--- config.mk ---
export PLATFORM = sky130hd
export DESIGN_NAME = c3f_lane
export DESIGN_NICKNAME = d
export VERILOG_FILES = /design/src/sv/c3f_pkg.sv /design/src/sv/c3f_lane.sv
export SDC_FILE = /design/constraint.sdc
export NUM_CORES = 1
export LEC_CHECK = 0
export BUFFER_PORTS_ARGS = -buffer_cell sky130_fd_sc_hd__buf_2
export CAP_MARGIN = 20
export CORE_MARGIN = 4
export CORE_UTILIZATION = 60
export DETAILED_ROUTE_END_ITERATION = 16
export PLACE_DENSITY = 0.81
export SLEW_MARGIN = 20
export SYNTH_ARGS = -nofsm -noshare
export SYNTH_HDL_FRONTEND = slang
export SYNTH_SLANG_ARGS = --single-unit
--- constraint.sdc ---
create_clock -name clock -period 31.2 [get_ports clock]
set_input_delay 4.68 -clock clock [delete_from_list [all_inputs] [get_ports clock]]
set_output_delay 4.68 -clock clock [all_outputs]
set_load 0.02 [all_outputs]
--- src/sv/c3f_pkg.sv ---
// ----------------------------------------------------------------------------
// c3f_pkg
// Shared types and constants for the 3x3 image filter core.
// ----------------------------------------------------------------------------
package c3f_pkg;

   localparam int SAMPLE_W = 16;
   localparam int SUM_W    = 20;
   localparam int LAP_W    = 21;
   localparam int RECIP_K  = 20;
   localparam int RECIP_W  = 21;
   localparam int PROD_W   = SUM_W + RECIP_W;

   localparam logic [1:0] MODE_BLUR    = 2'd0;
   localparam logic [1:0] MODE_LAPLACE = 2'd1;
   localparam logic [1:0] MODE_SHARPEN = 2'd2;

   localparam logic [1:0] REG_FILTER_MODE  = 2'd0;
   localparam logic [1:0] REG_FRAME_WIDTH  = 2'd1;
   localparam logic [1:0] REG_FRAME_HEIGHT = 2'd2;
   localparam logic [1:0] REG_MAX_VALUE    = 2'd3;

   localparam logic KIND_PIXEL = 1'b0;
   localparam logic KIND_DRAIN = 1'b1;

   typedef struct packed {
      logic        kind;
      logic [15:0] in_red;
      logic [15:0] in_green;
      logic [15:0] in_blue;
   } req_data_type;

   typedef struct packed {
      logic [15:0] out_red;
      logic [15:0] out_green;
      logic [15:0] out_blue;
      logic        frame_end;
   } rsp_data_type;

   typedef struct packed {
      logic        start;
      logic [1:0]  mode;
      logic        ok_r0;
      logic        ok_r2;
      logic        ok_c0;
      logic        ok_c2;
      logic [15:0] max_value;
   } lane_ctrl_type;

   // floor(2^RECIP_K / n) for the neighbour counts that can occur
   function automatic logic [RECIP_W-1:0] recip(input logic [3:0] n);
      logic [RECIP_W-1:0] r;
      case (n)
         4'd1:    r = 21'd1048576;
         4'd2:    r = 21'd524288;
         4'd3:    r = 21'd349525;
         4'd4:    r = 21'd262144;
         4'd6:    r = 21'd174762;
         4'd9:    r = 21'd116508;
         default: r = 21'd1048576;
      endcase
      return r;
   endfunction

endpackage

--- src/sv/c3f_lane.sv ---
// ----------------------------------------------------------------------------
// c3f_lane
// One channel of the filter: four-stage pipeline from window to clamped sample.
// ----------------------------------------------------------------------------
module c3f_lane import c3f_pkg::*; (
   input  logic                     clock,
   input  logic                     reset,
   input  lane_ctrl_type            ctrl,
   input  logic [8:0][SAMPLE_W-1:0] win,
   output logic [SAMPLE_W-1:0]      result,
   output logic                     done
);

   logic [SUM_W-1:0]        sum_a_in, sum_a_ff;
   logic [3:0]              n_a_in, n_a_ff;
   logic signed [LAP_W-1:0] lap_a_in, lap_a_ff;
   logic                    blur_a_ff, v_a_ff;
   logic [15:0]             maxv_a_ff;

   logic [PROD_W-1:0]       prod_b_ff;
   logic [SUM_W-1:0]        sum_b_ff;
   logic [3:0]              n_b_ff;
   logic signed [LAP_W-1:0] lap_b_ff;
   logic                    blur_b_ff, v_b_ff;
   logic [15:0]             maxv_b_ff;

   logic [SUM_W-1:0]        q_c_in, q_c_ff;
   logic signed [LAP_W-1:0] lap_c_ff;
   logic                    blur_c_ff, v_c_ff;
   logic [15:0]             maxv_c_ff;

   logic [SAMPLE_W-1:0]     result_in, result_ff;
   logic                    done_ff;

   logic [2:0] ok_r, ok_c;
   logic [1:0] nr, nc;
   logic [SUM_W-1:0]  q_est, rem;
   logic [SUM_W+3:0]  qn;
   logic signed [LAP_W-1:0] val;

   always_comb begin
      ok_r = {ctrl.ok_r2, 1'b1, ctrl.ok_r0};
      ok_c = {ctrl.ok_c2, 1'b1, ctrl.ok_c0};
      sum_a_in = '0;
      for (int r = 0; r < 3; r++) begin
         for (int c = 0; c < 3; c++) begin
            if (ok_r[r] && ok_c[c]) begin
               sum_a_in = sum_a_in + SUM_W'(win[r*3+c]);
            end
         end
      end
      nr = 2'd1 + 2'(ctrl.ok_r0) + 2'(ctrl.ok_r2);
      nc = 2'd1 + 2'(ctrl.ok_c0) + 2'(ctrl.ok_c2);
      n_a_in = 4'(nr) * 4'(nc);
      lap_a_in = $signed(LAP_W'({win[4], 2'b00}));
      if (ctrl.mode == MODE_SHARPEN) begin
         lap_a_in = lap_a_in + $signed(LAP_W'(win[4]));
      end
      if (ctrl.ok_r0) lap_a_in = lap_a_in - $signed(LAP_W'(win[1]));
      if (ctrl.ok_r2) lap_a_in = lap_a_in - $signed(LAP_W'(win[7]));
      if (ctrl.ok_c0) lap_a_in = lap_a_in - $signed(LAP_W'(win[3]));
      if (ctrl.ok_c2) lap_a_in = lap_a_in - $signed(LAP_W'(win[5]));
   end

   always_comb begin
      q_est = prod_b_ff[PROD_W-2 -: SUM_W];
      qn    = (SUM_W+4)'(q_est) * (SUM_W+4)'(n_b_ff);
      rem   = sum_b_ff - SUM_W'(qn);
      q_c_in = (rem >= SUM_W'(n_b_ff)) ? q_est + 1'b1 : q_est;
   end

   always_comb begin
      val = blur_c_ff ? $signed({1'b0, q_c_ff}) : lap_c_ff;
      if (val < 0) begin
         result_in = '0;
      end else if (val > $signed(LAP_W'(maxv_c_ff))) begin
         result_in = maxv_c_ff;
      end else begin
         result_in = SAMPLE_W'(val);
      end
   end

   always_ff @(posedge clock) begin
      if (reset) begin
         v_a_ff  <= 1'b0;
         v_b_ff  <= 1'b0;
         v_c_ff  <= 1'b0;
         done_ff <= 1'b0;
      end else begin
         v_a_ff  <= ctrl.start;
         v_b_ff  <= v_a_ff;
         v_c_ff  <= v_b_ff;
         done_ff <= v_c_ff;
      end
      if (ctrl.start) begin
         sum_a_ff  <= sum_a_in;
         n_a_ff    <= n_a_in;
         lap_a_ff  <= lap_a_in;
         blur_a_ff <= (ctrl.mode != MODE_LAPLACE) && (ctrl.mode != MODE_SHARPEN);
         maxv_a_ff <= ctrl.max_value;
      end
      if (v_a_ff) begin
         prod_b_ff <= PROD_W'(sum_a_ff) * PROD_W'(recip(n_a_ff));
         sum_b_ff  <= sum_a_ff;
         n_b_ff    <= n_a_ff;
         lap_b_ff  <= lap_a_ff;
         blur_b_ff <= blur_a_ff;
         maxv_b_ff <= maxv_a_ff;
      end
      if (v_b_ff) begin
         q_c_ff    <= q_c_in;
         lap_c_ff  <= lap_b_ff;
         blur_c_ff <= blur_b_ff;
         maxv_c_ff <= maxv_b_ff;
      end
      if (v_c_ff) begin
         result_ff <= result_in;
      end
   end

   assign result = result_ff;
   assign done   = done_ff;

endmodule

Yosys cells after proc, flatten, opt, wreduce, memory -nomap -nowiden --
Index checks and enable logic that the tools add are counted. Widths: inputs -> output; s select.
Storage, ports and cells: flip-flop bits (word level) 242, bits of input ports 169, output and inout port bits 17
Cells by class: order comparisons 3, multiply operators 3, eq/ne operators 8, $add $sub $neg 19, reduce and logical (&&, ||, !) cells 5, multiplexer cells 18
Operator list (number):
- $add 20x16->20 | 7
- $mux 20 | 7
- $mux 21 | 6
- $pmux 21 s5 | 1
- $sub 21x17->21 | 4
- $mul 20x21->40 | 1
- $mux 16 | 2
- $gt 21x17->1 | 1
- $lt 21x1->1 const B | 1
- $add 20x1->20 const B | 1
- $ge 20x4->1 | 1
- $mul 20x4->20 | 1
- $sub 20x20->20 | 1
- $add 18x16->19 | 1
- $mux 19 | 1
- $add 16x16->17 | 1
- $mux 17 | 1
- $eq 4x2->1 const B | 2
- $eq 4x3->1 const B | 2
- $logic_and 1x1->1 | 5
- $add 1x1->2 const A | 2
- $add 2x1->2 | 2
- $eq 4x4->1 const B | 1
- $mul 2x2->4 | 1
- other kinds (3) | 3

Logic depth before layout (Yosys ltp) --
Gate-level depths: netlist (run 1).
depth after elaboration 17, depth in mapped cells 62

Worst setup path after synthesis (run 1) --
Ideal clock, no wire load.
path kind input port to flip-flop, from in ctrl[17] (netlist bit), to reg sum_a_ff[19] (data pin), slack 15589 ps, arrival 15350 ps, library setup time 261 ps, required time 30939 ps, stages on the path 55, cells stage by stage buf_4 -> clkbuf_1 -> clkbuf_1 -> clkbuf_1 -> and3_1 -> ha_1 -> a21o_1 -> maj3_1 -> o221ai_1 -> o21ai_1 -> a32oi_1 -> xnor2_1 -> nand2_1 -> inv_1 -> ha_1 -> a21o_1 -> xnor2_1 -> o21ai_0 -> [19 not listed] -> ha_1 -> and3_1 -> a311oi_1 -> o21ai_0 -> xnor2_1 -> a21oi_1 -> ha_1 -> a21oi_1 -> nor2b_1 -> o21ai_0 -> nand2_1 -> o21ai_0 -> a21oi_1 -> xor2_1 -> xnor2_1 -> nor3_1 -> and3b_1 -> xor2_1
Between the ends: cells in the longest elaborated chain, start to end 17, elaborated cells between the ends (all ways) 18, classes of those cells 8 x add/sub; 8 x mux; 2 x reduce/logical
Ends and longest elaborated chain:
- start: declaration | line c3f_lane.sv:8 | input lane_ctrl_type ctrl,
- $logic_and 1x1->1 | line c3f_lane.sv:47 | if (ok_r[r] && ok_c[c]) begin
- $mux 16 | line c3f_lane.sv:47
- $add 16x16->17 | line c3f_lane.sv:48 | sum_a_in = sum_a_in + SUM_W'(win[r*3+c]);
- $mux 17 | line c3f_lane.sv:47
- $add 20x16->20 | line c3f_lane.sv:48
- $mux 20 | line c3f_lane.sv:47
- $add 20x16->20 | line c3f_lane.sv:48
- $mux 20 | line c3f_lane.sv:47
- $add 20x16->20 (2 in a row) | line c3f_lane.sv:48
- $mux 20 | line c3f_lane.sv:47
- $add 20x16->20 | line c3f_lane.sv:48
- $mux 20 (*) | line c3f_lane.sv:47
- $add 20x16->20 | line c3f_lane.sv:48
- $mux 20 (*) | line c3f_lane.sv:47
- $add 20x16->20 | line c3f_lane.sv:48
- $mux 20 (*) | line c3f_lane.sv:47
- net sum_a_in[19] | line c3f_lane.sv:14 | logic [SUM_W-1:0] sum_a_in, sum_a_ff;
- end signal: assignment | line c3f_lane.sv:96 | sum_a_ff <= sum_a_in;
- end: declaration | line c3f_lane.sv:14
Mark *: on every way through the listed nets, which the timed path passes. The rest lies on a longest branch. A chain may end at the register's enable or synchronous reset.

Worst setup path after layout (run 1) --
Same ends and word-level chain as after synthesis.

==> key figures, run 1 <==
Timing
  – Fin crit period: 16270 ps
  – Max Transition Viols Final: 0
  – Sum of negative setup slack: 0 ps
  – RSZ-0062 raised after global routing: false
  – Final period util: 52.1%
  – FMAX: 0.0615 GHz
  – Post-route clock skew: 21.3 ps
  – Finish-stage setup viols: 0
  – Hold Fails Final Rpt: 0
  – Worst Tran Pin Value: 938 ps
  – Headroom to the max-slew limit: 35.9%

Outcome
  – Result of the run: finished clean

Power
  – Pleak: 16.5 nW
  – Clock share of power: 7.6%
  – Power dissipated by switching net loads: 0.00176 W
  – Sequential share of power: 15.1%
  – Net switching fraction of the power: 49.3%
  – Share of power burned in combinational logic: 77.3%
  – Power per unit of standard cell area: 103 mW/mm^2
  – Worst-case vdd ir drop: 0.0000861 V
  – Cell-internal power: 0.00181 W

Synth
  – Warnings, synthesis: 0
  – Top cell type's share of synthesized area: 20.4%
  – Dominant cell type by area after synthesis: sky130_fd_sc_hd__edfxtp_1
  – Most instantiated flip-flop cell in the synthesis netlist: sky130_fd_sc_hd__edfxtp_1
  – Most numerous cell in the Yosys netlist: sky130_fd_sc_hd__inv_1
  – Leading post-synthesis cells by cell area: sky130_fd_sc_hd__edfxtp_1, sky130_fd_sc_hd__fa_1, sky130_fd_sc_hd__ha_1
  – Avg Cell Area, Syn: 9.32 um^2
  – FFs w/ async S/R, synth: 0%
  – Synthesized flop and latch total: 222
  – Commonest cells in the synthesized netlist: sky130_fd_sc_hd__inv_1, sky130_fd_sc_hd__ha_1, sky130_fd_sc_hd__nand2_1
  – Total standard cell area after synthesis: 0.0321 mm^2
  – Cells after Synth: 3440
  – Number of synthesized flops with an enable pin: 218
  – Post-synthesis net count: 4324
  – Synth unique cells: 98
  – Share of the yosys chip area belonging to registers: 20.7%

GRT
  – Via count of the first global-routing pass: 24600
  – Largest net degree at the start of global routing: 84
  – Wire length of the first global-routing pass: 129 mm
  – Global Route Usage Sum: 28.2%
  – Total gr overflow: 0
  – Initial antenna violation count: 3

Placement
  – Placed Instances: 4249
  – Total of buffers placed on input and output ports: 185
  – Final GP Congestion: 1.00
  – Total half-perimeter wirelength after legalization and detailed placement: 67.3 mm

Setup path
  – Crit path largest cell delay: 540 ps
  – Worst path most repeated cell: sky130_fd_sc_hd__ha_1
  – Worst path arrival time: 16560 ps
  – Maximum fanout along the worst path: 62
  – Reg-to-Reg End: prod_b_ff[37]
  – Critical path class: in -> reg
  – CP endpoint kind: register
  – Data required, critical path: 31490 ps
  – Worst-case register-to-register setup slack: 23220 ps
  – Library cell contributing the largest single delay on the critical path: sky130_fd_sc_hd__buf_4
  – Critical Path Start Type: primary input
  – Worst Reg2Reg Path Length in Cells: 27
  – Critical R2R Launch: n_a_ff[3]

Clocking
  – Post-CTS Resized: 0
  – CTS tree: done
  – Clock-pin transition on the worst setup and hold timing paths: 60 ps
  – TritonCTS sink count: 222
  – Setup Fix Bufs, Post-CTS: 0
  – H-tree Lvls: 1
  – # hold bufs at CTS: 0
  – Clock latency reported for the late side of the worst-skew pair: 550 ps
  – Buffer levels on the longest clock path: 3
  – Root buffer cell: sky130_fd_sc_hd__clkbuf_16
  – TritonCTS buffer count: 24

Floorplanning
  – I/O pin cnt: 186
  – Starting utilization of the core area: 60.8%
  – X dimension of the die: 239 um
  – Die footprint: 0.0572 mm^2
  – Overall die height: 239 um
  – Std-Cell Rows: 84
  – Total core area: 0.0528 mm^2

Min path
  – Hold path start: lap_a_ff[9]
  – Endpoint, Worst Hold: lap_b_ff[9]
  – Worst Hold Path Cells: 0
  – Hold Path Class: reg -> reg

Route
  – DR iter-0 viols: 2030
  – Via Count: 25200
  – DRC violation count after routing: 0
  – Number of routed nets with antenna violations: 0
  – Final WL: 81.3 mm
  – Pre-antenna DRT Iters: 7
  – Mean routed wirelength per cell: 18.9 um
  – Via density: 5.86

Flow run
  – Max_cap viols: 0

Layout
  – Post-layout util: 65.4%
  – Proportion of layout cells with a drive suffix above 1: 9.87%
  – Area added between synthesis and finish: 7.56%
  – Non-filler instance count after layout: 4294
  – Final nets: 4473
  – Number of diodes added for antenna fixing: 0
  – Filler instances: 4238
[worst max-delay path by stage]
stage	startpoint	endpoint	cells after the start
2_1_floorplan	ctrl[17]	sum_a_ff[19]	55
4_1_cts	ctrl[17]	sum_a_ff[19]	53
3_3_place_gp	ctrl[17]	sum_a_ff[19]	53
6_report	ctrl[17]	sum_a_ff[19]	53
3_5_place_dp	ctrl[17]	sum_a_ff[19]	53
5_1_grt	ctrl[17]	sum_a_ff[19]	55
[power by group through the flow]
| stage | clock network (W) | logic [W] | registers [W] |
|---|---|---|---|
| 4_1_cts | 0.000277 | 0.00275 | 0.000535 |
| 5_1_grt | 0.000291 | 0.00315 | 0.000543 |
| 6_report | 0.000273 | 0.00276 | 0.000538 |
| 3_5_place_dp | 0 | 0.00272 | 0.000540 |
| 3_3_place_gp | 0 | 0.00264 | 0.000538 |
| 2_1_floorplan | 0 | 0.00217 | 0.000482 |
[per-layer routing]
| layer | share of wire (%) | up-vias | routed length (um) | track usage (%) |
|---|---|---|---|---|
| met4 | 3.0 | 2 | 2440 | 7.85 |
| met2 | 45 | 912 | 36800 | 45.5 |
| met1 | 44 | 12100 | 35600 | 40.0 |
| li1 | - | 12000 | - | - |
| met3 | 8.0 | 154 | 6470 | 4.36 |
| met5 | 0.015 | - | 12 | 0 |
[state kept, by name (all words and copies together), names as in the netlist, 4 cells and up]
register / cells
lap_a_ff: 21
lap_b_ff: 21
lap_c_ff: 21
maxv_a_ff: 16
maxv_b_ff: 16
maxv_c_ff: 16
n_a_ff: 4
n_b_ff: 4
prod_b_ff: 20
q_c_ff: 20
result: 16
sum_a_ff: 20
sum_b_ff: 20
[per-stage QoR]
| stage | hold WS, ps | total power (W) | cell area [um^2] | setup slack [ps] |
|---|---|---|---|---|
| after global routing | 425 | 0.00398 | 34500 | 14140 |
| after global placement | 401 | 0.00318 | 33700 | 14860 |
| final | 415 | 0.00357 | 34500 | 14930 |
| after detailed placement | 405 | 0.00326 | 33700 | 14590 |
| after CTS | 415 | 0.00356 | 34400 | 15090 |
| after floorplan | 400 | 0.00265 | 32100 | 15590 |
[cells in the final DEF (no fill, tap or decap), types with 17 or more instances in the layout]
master                        n
sky130_fd_sc_hd__a211oi_1    19
sky130_fd_sc_hd__a21o_1      74
sky130_fd_sc_hd__a21oi_1    216
sky130_fd_sc_hd__a31oi_1     17
sky130_fd_sc_hd__and2_1      84
sky130_fd_sc_hd__and3_1      24
sky130_fd_sc_hd__buf_2      185
sky130_fd_sc_hd__buf_4       19
sky130_fd_sc_hd__clkbuf_16   24
sky130_fd_sc_hd__edfxtp_1   218
sky130_fd_sc_hd__fa_1       309
sky130_fd_sc_hd__ha_1       406
sky130_fd_sc_hd__inv_1      523
sky130_fd_sc_hd__mux2_2      73
sky130_fd_sc_hd__mux2i_1     36
sky130_fd_sc_hd__nand2_1    332
sky130_fd_sc_hd__nand2b_1    38
sky130_fd_sc_hd__nand3_1     35
sky130_fd_sc_hd__nand4_1     17
sky130_fd_sc_hd__nor2_1     188
sky130_fd_sc_hd__nor2b_1     29
sky130_fd_sc_hd__nor3_1      52
sky130_fd_sc_hd__o21a_1      60
sky130_fd_sc_hd__o21ai_0    131
sky130_fd_sc_hd__o21bai_1    24
sky130_fd_sc_hd__xnor2_1    153
sky130_fd_sc_hd__xor2_1      90
[critical path: cells and delay by family]
family                   cells  cell delay [ps]
multiplexers                 1              260
adder cells (fa/ha/maj)      8             2480
AO/OA/AOI/OAI               22             4730
buffers and inverters        4              820
XOR/XNOR                     8             1590
AND/OR/NAND/NOR             10             1930
[cell families after synthesis]
group                    share of synthesized area (%)
AO/OA/AOI/OAI                                     13.7
XOR/XNOR                                          6.97
adder cells (fa/ha/maj)                           35.2
buffers and inverters                             7.21
flip-flops                                        20.7
multiplexers                                      3.76
AND/OR/NAND/NOR                                   12.5
[cell type report]
| class | instances | area [um^2] | area share [%] |
|---|---|---|---|
| Clock buffer | 26 | 608 | 1.76 |
| Clock inverter | 17 | 148 | 0.428 |
| Inverter | 526 | 1970 | 5.72 |
| Multi-Input combinational cell | 2609 | 23200 | 67.1 |
| Sequential cell | 222 | 6630 | 19.2 |
| Tap cell | 688 | 861 | 2.50 |
| Timing Repair Buffer | 206 | 1110 | 3.21 |
Power figures use the tool's default switching activity.
==> run 2, diff against run 1 <==
ABC_AREA = 1   (was not set)
CORE_UTILIZATION = 58   (was 60)
clock period = 14.3 ns   (was 31.2 ns; I/O delays follow)
==> run 2 against run 1 <==
  * Combinational power grew 120%
  * Via count increased by 8.7%
  * Die area increased by 3.9%
  * Clock power is 110% higher
  * Setup slack worse by 13000 ps
  * Cell count up 14%
  * Non-clock buffer count fell by 9
  * Clock skew decreased by 10 ps
==> key figures, run 2 <==
Outcome
  – Result of the run: finished clean

Placement
  – Instance area after placement: 0.0339 mm^2
  – Placed Instances: 4836
  – Total of buffers placed on input and output ports: 185
  – Final GP Congestion: 0.990
  – Total half-perimeter wirelength after legalization and detailed placement: 73.4 mm

Floorplanning
  – I/O pin cnt: 186
  – X dimension of the die: 244 um
  – Starting utilization of the core area: 58.5%
  – Std-Cell Rows: 86
  – Total core area: 0.0551 mm^2
  – Overall die height: 244 um
  – Die footprint: 0.0594 mm^2

Setup path
  – Critical Path Start Type: primary input
  – CP endpoint kind: register
  – Maximum fanout along the worst path: 30
  – Worst Reg2Reg Path Length in Cells: 28
  – Crit path largest cell delay: 510 ps
  – Critical path class: in -> reg
  – Worst-case register-to-register setup slack: 5580 ps
  – Data required, critical path: 14590 ps
  – Critical path origin: ctrl[19]
  – Library cell contributing the largest single delay on the critical path: sky130_fd_sc_hd__buf_2
  – Reg-to-Reg End: prod_b_ff[39]
  – Worst path arrival time: 12620 ps
  – Critical R2R Launch: n_a_ff[0]
  – Worst path most repeated cell: sky130_fd_sc_hd__nand2_1

Min path
  – Endpoint, Worst Hold: lap_b_ff[18]
  – Hold path start: lap_a_ff[18]
  – Hold Path Class: reg -> reg
  – Worst Hold Path Cells: 0

Timing
  – FMAX: 0.0811 GHz
  – Headroom to the max-slew limit: 29.5%
  – RSZ-0062 raised after global routing: false
  – Max Transition Viols Final: 0
  – Sum of negative setup slack: 0 ps
  – Final period util: 86.2%
  – Worst Tran Pin Value: 1050 ps
  – Hold Fails Final Rpt: 0
  – Finish-stage setup viols: 0
  – Post-route clock skew: 11.0 ps
  – Fin crit period: 12330 ps

Power
  – Net switching fraction of the power: 52.3%
  – Pleak: 17.4 nW
  – Clock share of power: 7.3%
  – Cell-internal power: 0.00369 W
  – Worst-case vdd ir drop: 0.000194 V
  – Sequential share of power: 14.9%
  – Power per unit of standard cell area: 224 mW/mm^2
  – Share of power burned in combinational logic: 77.9%
  – Power dissipated by switching net loads: 0.00406 W

GRT
  – Global Route Usage Sum: 28.7%
  – Total gr overflow: 0
  – Initial antenna violation count: 6
  – Via count of the first global-routing pass: 26200
  – Largest net degree at the start of global routing: 64
  – Wire length of the first global-routing pass: 137 mm

Clocking
  – Buffer levels on the longest clock path: 3
  – TritonCTS sink count: 222
  – Clock latency reported for the late side of the worst-skew pair: 530 ps
  – CTS tree: done
  – Post-CTS Resized: 0
  – Setup Fix Bufs, Post-CTS: 0
  – Root buffer cell: sky130_fd_sc_hd__clkbuf_16
  – # hold bufs at CTS: 0
  – TritonCTS buffer count: 24
  – H-tree Lvls: 1
  – Clock-pin transition on the worst setup and hold timing paths: 60 ps

Synth
  – Most instantiated flip-flop cell in the synthesis netlist: sky130_fd_sc_hd__edfxtp_1
  – Top cell type's share of synthesized area: 20.3%
  – Synthesized flop and latch total: 222
  – FFs w/ async S/R, synth: 0%
  – Total standard cell area after synthesis: 0.0322 mm^2
  – Leading post-synthesis cells by cell area: sky130_fd_sc_hd__edfxtp_1, sky130_fd_sc_hd__fa_1, sky130_fd_sc_hd__ha_1
  – Warnings, synthesis: 0
  – Synth unique cells: 62
  – Dominant cell type by area after synthesis: sky130_fd_sc_hd__edfxtp_1
  – Post-synthesis net count: 4859
  – Avg Cell Area, Syn: 8.11 um^2
  – Most numerous cell in the Yosys netlist: sky130_fd_sc_hd__nand2_1
  – Commonest cells in the synthesized netlist: sky130_fd_sc_hd__nand2_1, sky130_fd_sc_hd__inv_1, sky130_fd_sc_hd__ha_1
  – Share of the yosys chip area belonging to registers: 20.6%
  – Cells after Synth: 3975
  – Number of synthesized flops with an enable pin: 218

Layout
  – Largest registers: lap_a_ff (21), lap_b_ff (21), lap_c_ff (21)
  – Final standard cell area without fillers: 0.0346 mm^2
  – Non-filler instance count after layout: 4882
  – Area added between synthesis and finish: 7.29%
  – Commonest non-fill, non-tap cells in the layout: sky130_fd_sc_hd__nand2_1, sky130_fd_sc_hd__inv_1, sky130_fd_sc_hd__ha_1, sky130_fd_sc_hd__fa_1
  – Most common cell after layout, fill and taps aside: sky130_fd_sc_hd__nand2_1
  – Final nets: 4998
  – Proportion of layout cells with a drive suffix above 1: 7.79%

Route
  – Via Count: 27300
  – Mean routed wirelength per cell: 17.8 um
  – Number of routed nets with antenna violations: 0
  – DR iter-0 viols: 2356
  – DRC violation count after routing: 0
  – Final WL: 86.9 mm
  – Pre-antenna DRT Iters: 6
  – Via density: 5.60

Flow run
  – Max_cap viols: 0
==> run 2: cell types whose count changed in the layout (fill, tap and decap cells not counted), moves of 38 or more <==
cell,change
sky130_fd_sc_hd__o21ai_0,+141
sky130_fd_sc_hd__inv_1,+188
sky130_fd_sc_hd__nand2b_1,-38
sky130_fd_sc_hd__a21oi_1,+56
sky130_fd_sc_hd__o21a_1,-51
sky130_fd_sc_hd__a21o_1,-56
sky130_fd_sc_hd__mux2_2,-73
sky130_fd_sc_hd__xnor2_1,-54
sky130_fd_sc_hd__and2_1,-82
sky130_fd_sc_hd__nand3_1,+85
sky130_fd_sc_hd__nor2_1,+82
sky130_fd_sc_hd__nand2_1,+462
==> run 2: area by class of cell <==
| class | instances | area [um^2] |
|---|---|---|
| Multi-Input combinational cell | 2951 | 22600 |
| Inverter | 718 | 2700 |
| Clock inverter | 16 | 106 |
| Clock buffer | 28 | 616 |
| Timing Repair Buffer | 197 | 1020 |
| Tap cell | 748 | 936 |
| Sequential cell | 222 | 6630 |
| Antenna cell | 2 | 5.00 |
| Fill cell | 4741 | 20500 |
==> run 2: power groups by stage <==
stage	registers [W]	clock network [W]	logic, W
after CTS	0.00115	0.000576	0.00602
after global placement	0.00115	0	0.00579
after floorplan	0.00103	0	0.00476
final	0.00115	0.000564	0.00604
after detailed placement	0.00116	0	0.00596
after global routing	0.00116	0.000608	0.00692
==> run 2: logic make-up (layout without fill, tap and decap cells) <==
logic type      Yosys count  after routing  share of synthesized area, %
other cells               0              2                             0
buf+inv                 802            959                          9.44
compound gates          700            700                          11.9
xor+xnor                203            203                          5.52
fa+ha+maj               715            715                          35.0
flops                   222            222                          20.6
mux                       8              8                         0.248
simple gates           1325           1325                          17.4
==> run 2: worst max-delay path: cells and delay by family <==
kind / cells / cell delay (ps)
AOI/OAI and AO/OA: 21 / 3660
buffers and inverters: 7 / 800
adders and majority gates: 8 / 2670
and+or+nand+nor: 23 / 2440
xor gates and xnor gates: 5 / 870
==> run 2: worst max-delay path by stage <==
| stage | cells after the start | slack (ps) | to |
|---|---|---|---|
| after floorplan | 68 | 3100 | sum_a_ff[19] |
| after global placement | 61 | 1930 | sum_a_ff[19] |
| after detailed placement | 64 | 1600 | sum_a_ff[19] |
| after CTS | 64 | 2130 | sum_a_ff[19] |
| after global routing | 64 | 910 | sum_a_ff[19] |
| final | 64 | 1970 | sum_a_ff[19] |
==> run 2: metal layers <==
metal	routed length (um)	global-route usage (%)	vias to the layer above
met5	57	0	-
met1	38200	41.9	12900
met2	38900	45.7	1054
met4	2190	6.65	8
li1	-	-	13200
met3	7540	3.85	145
==> run 2: stage by stage <==
stage	power, W	setup slack (ps)	util [%]	hold slack (ps)
after floorplan	0.00579	3100	-	400
after global placement	0.00695	1930	61.4	401
after detailed placement	0.00712	1600	61.4	405
after CTS	0.00774	2130	62.8	419
after global routing	0.00869	909	62.8	420
final	0.00775	1970	62.8	415
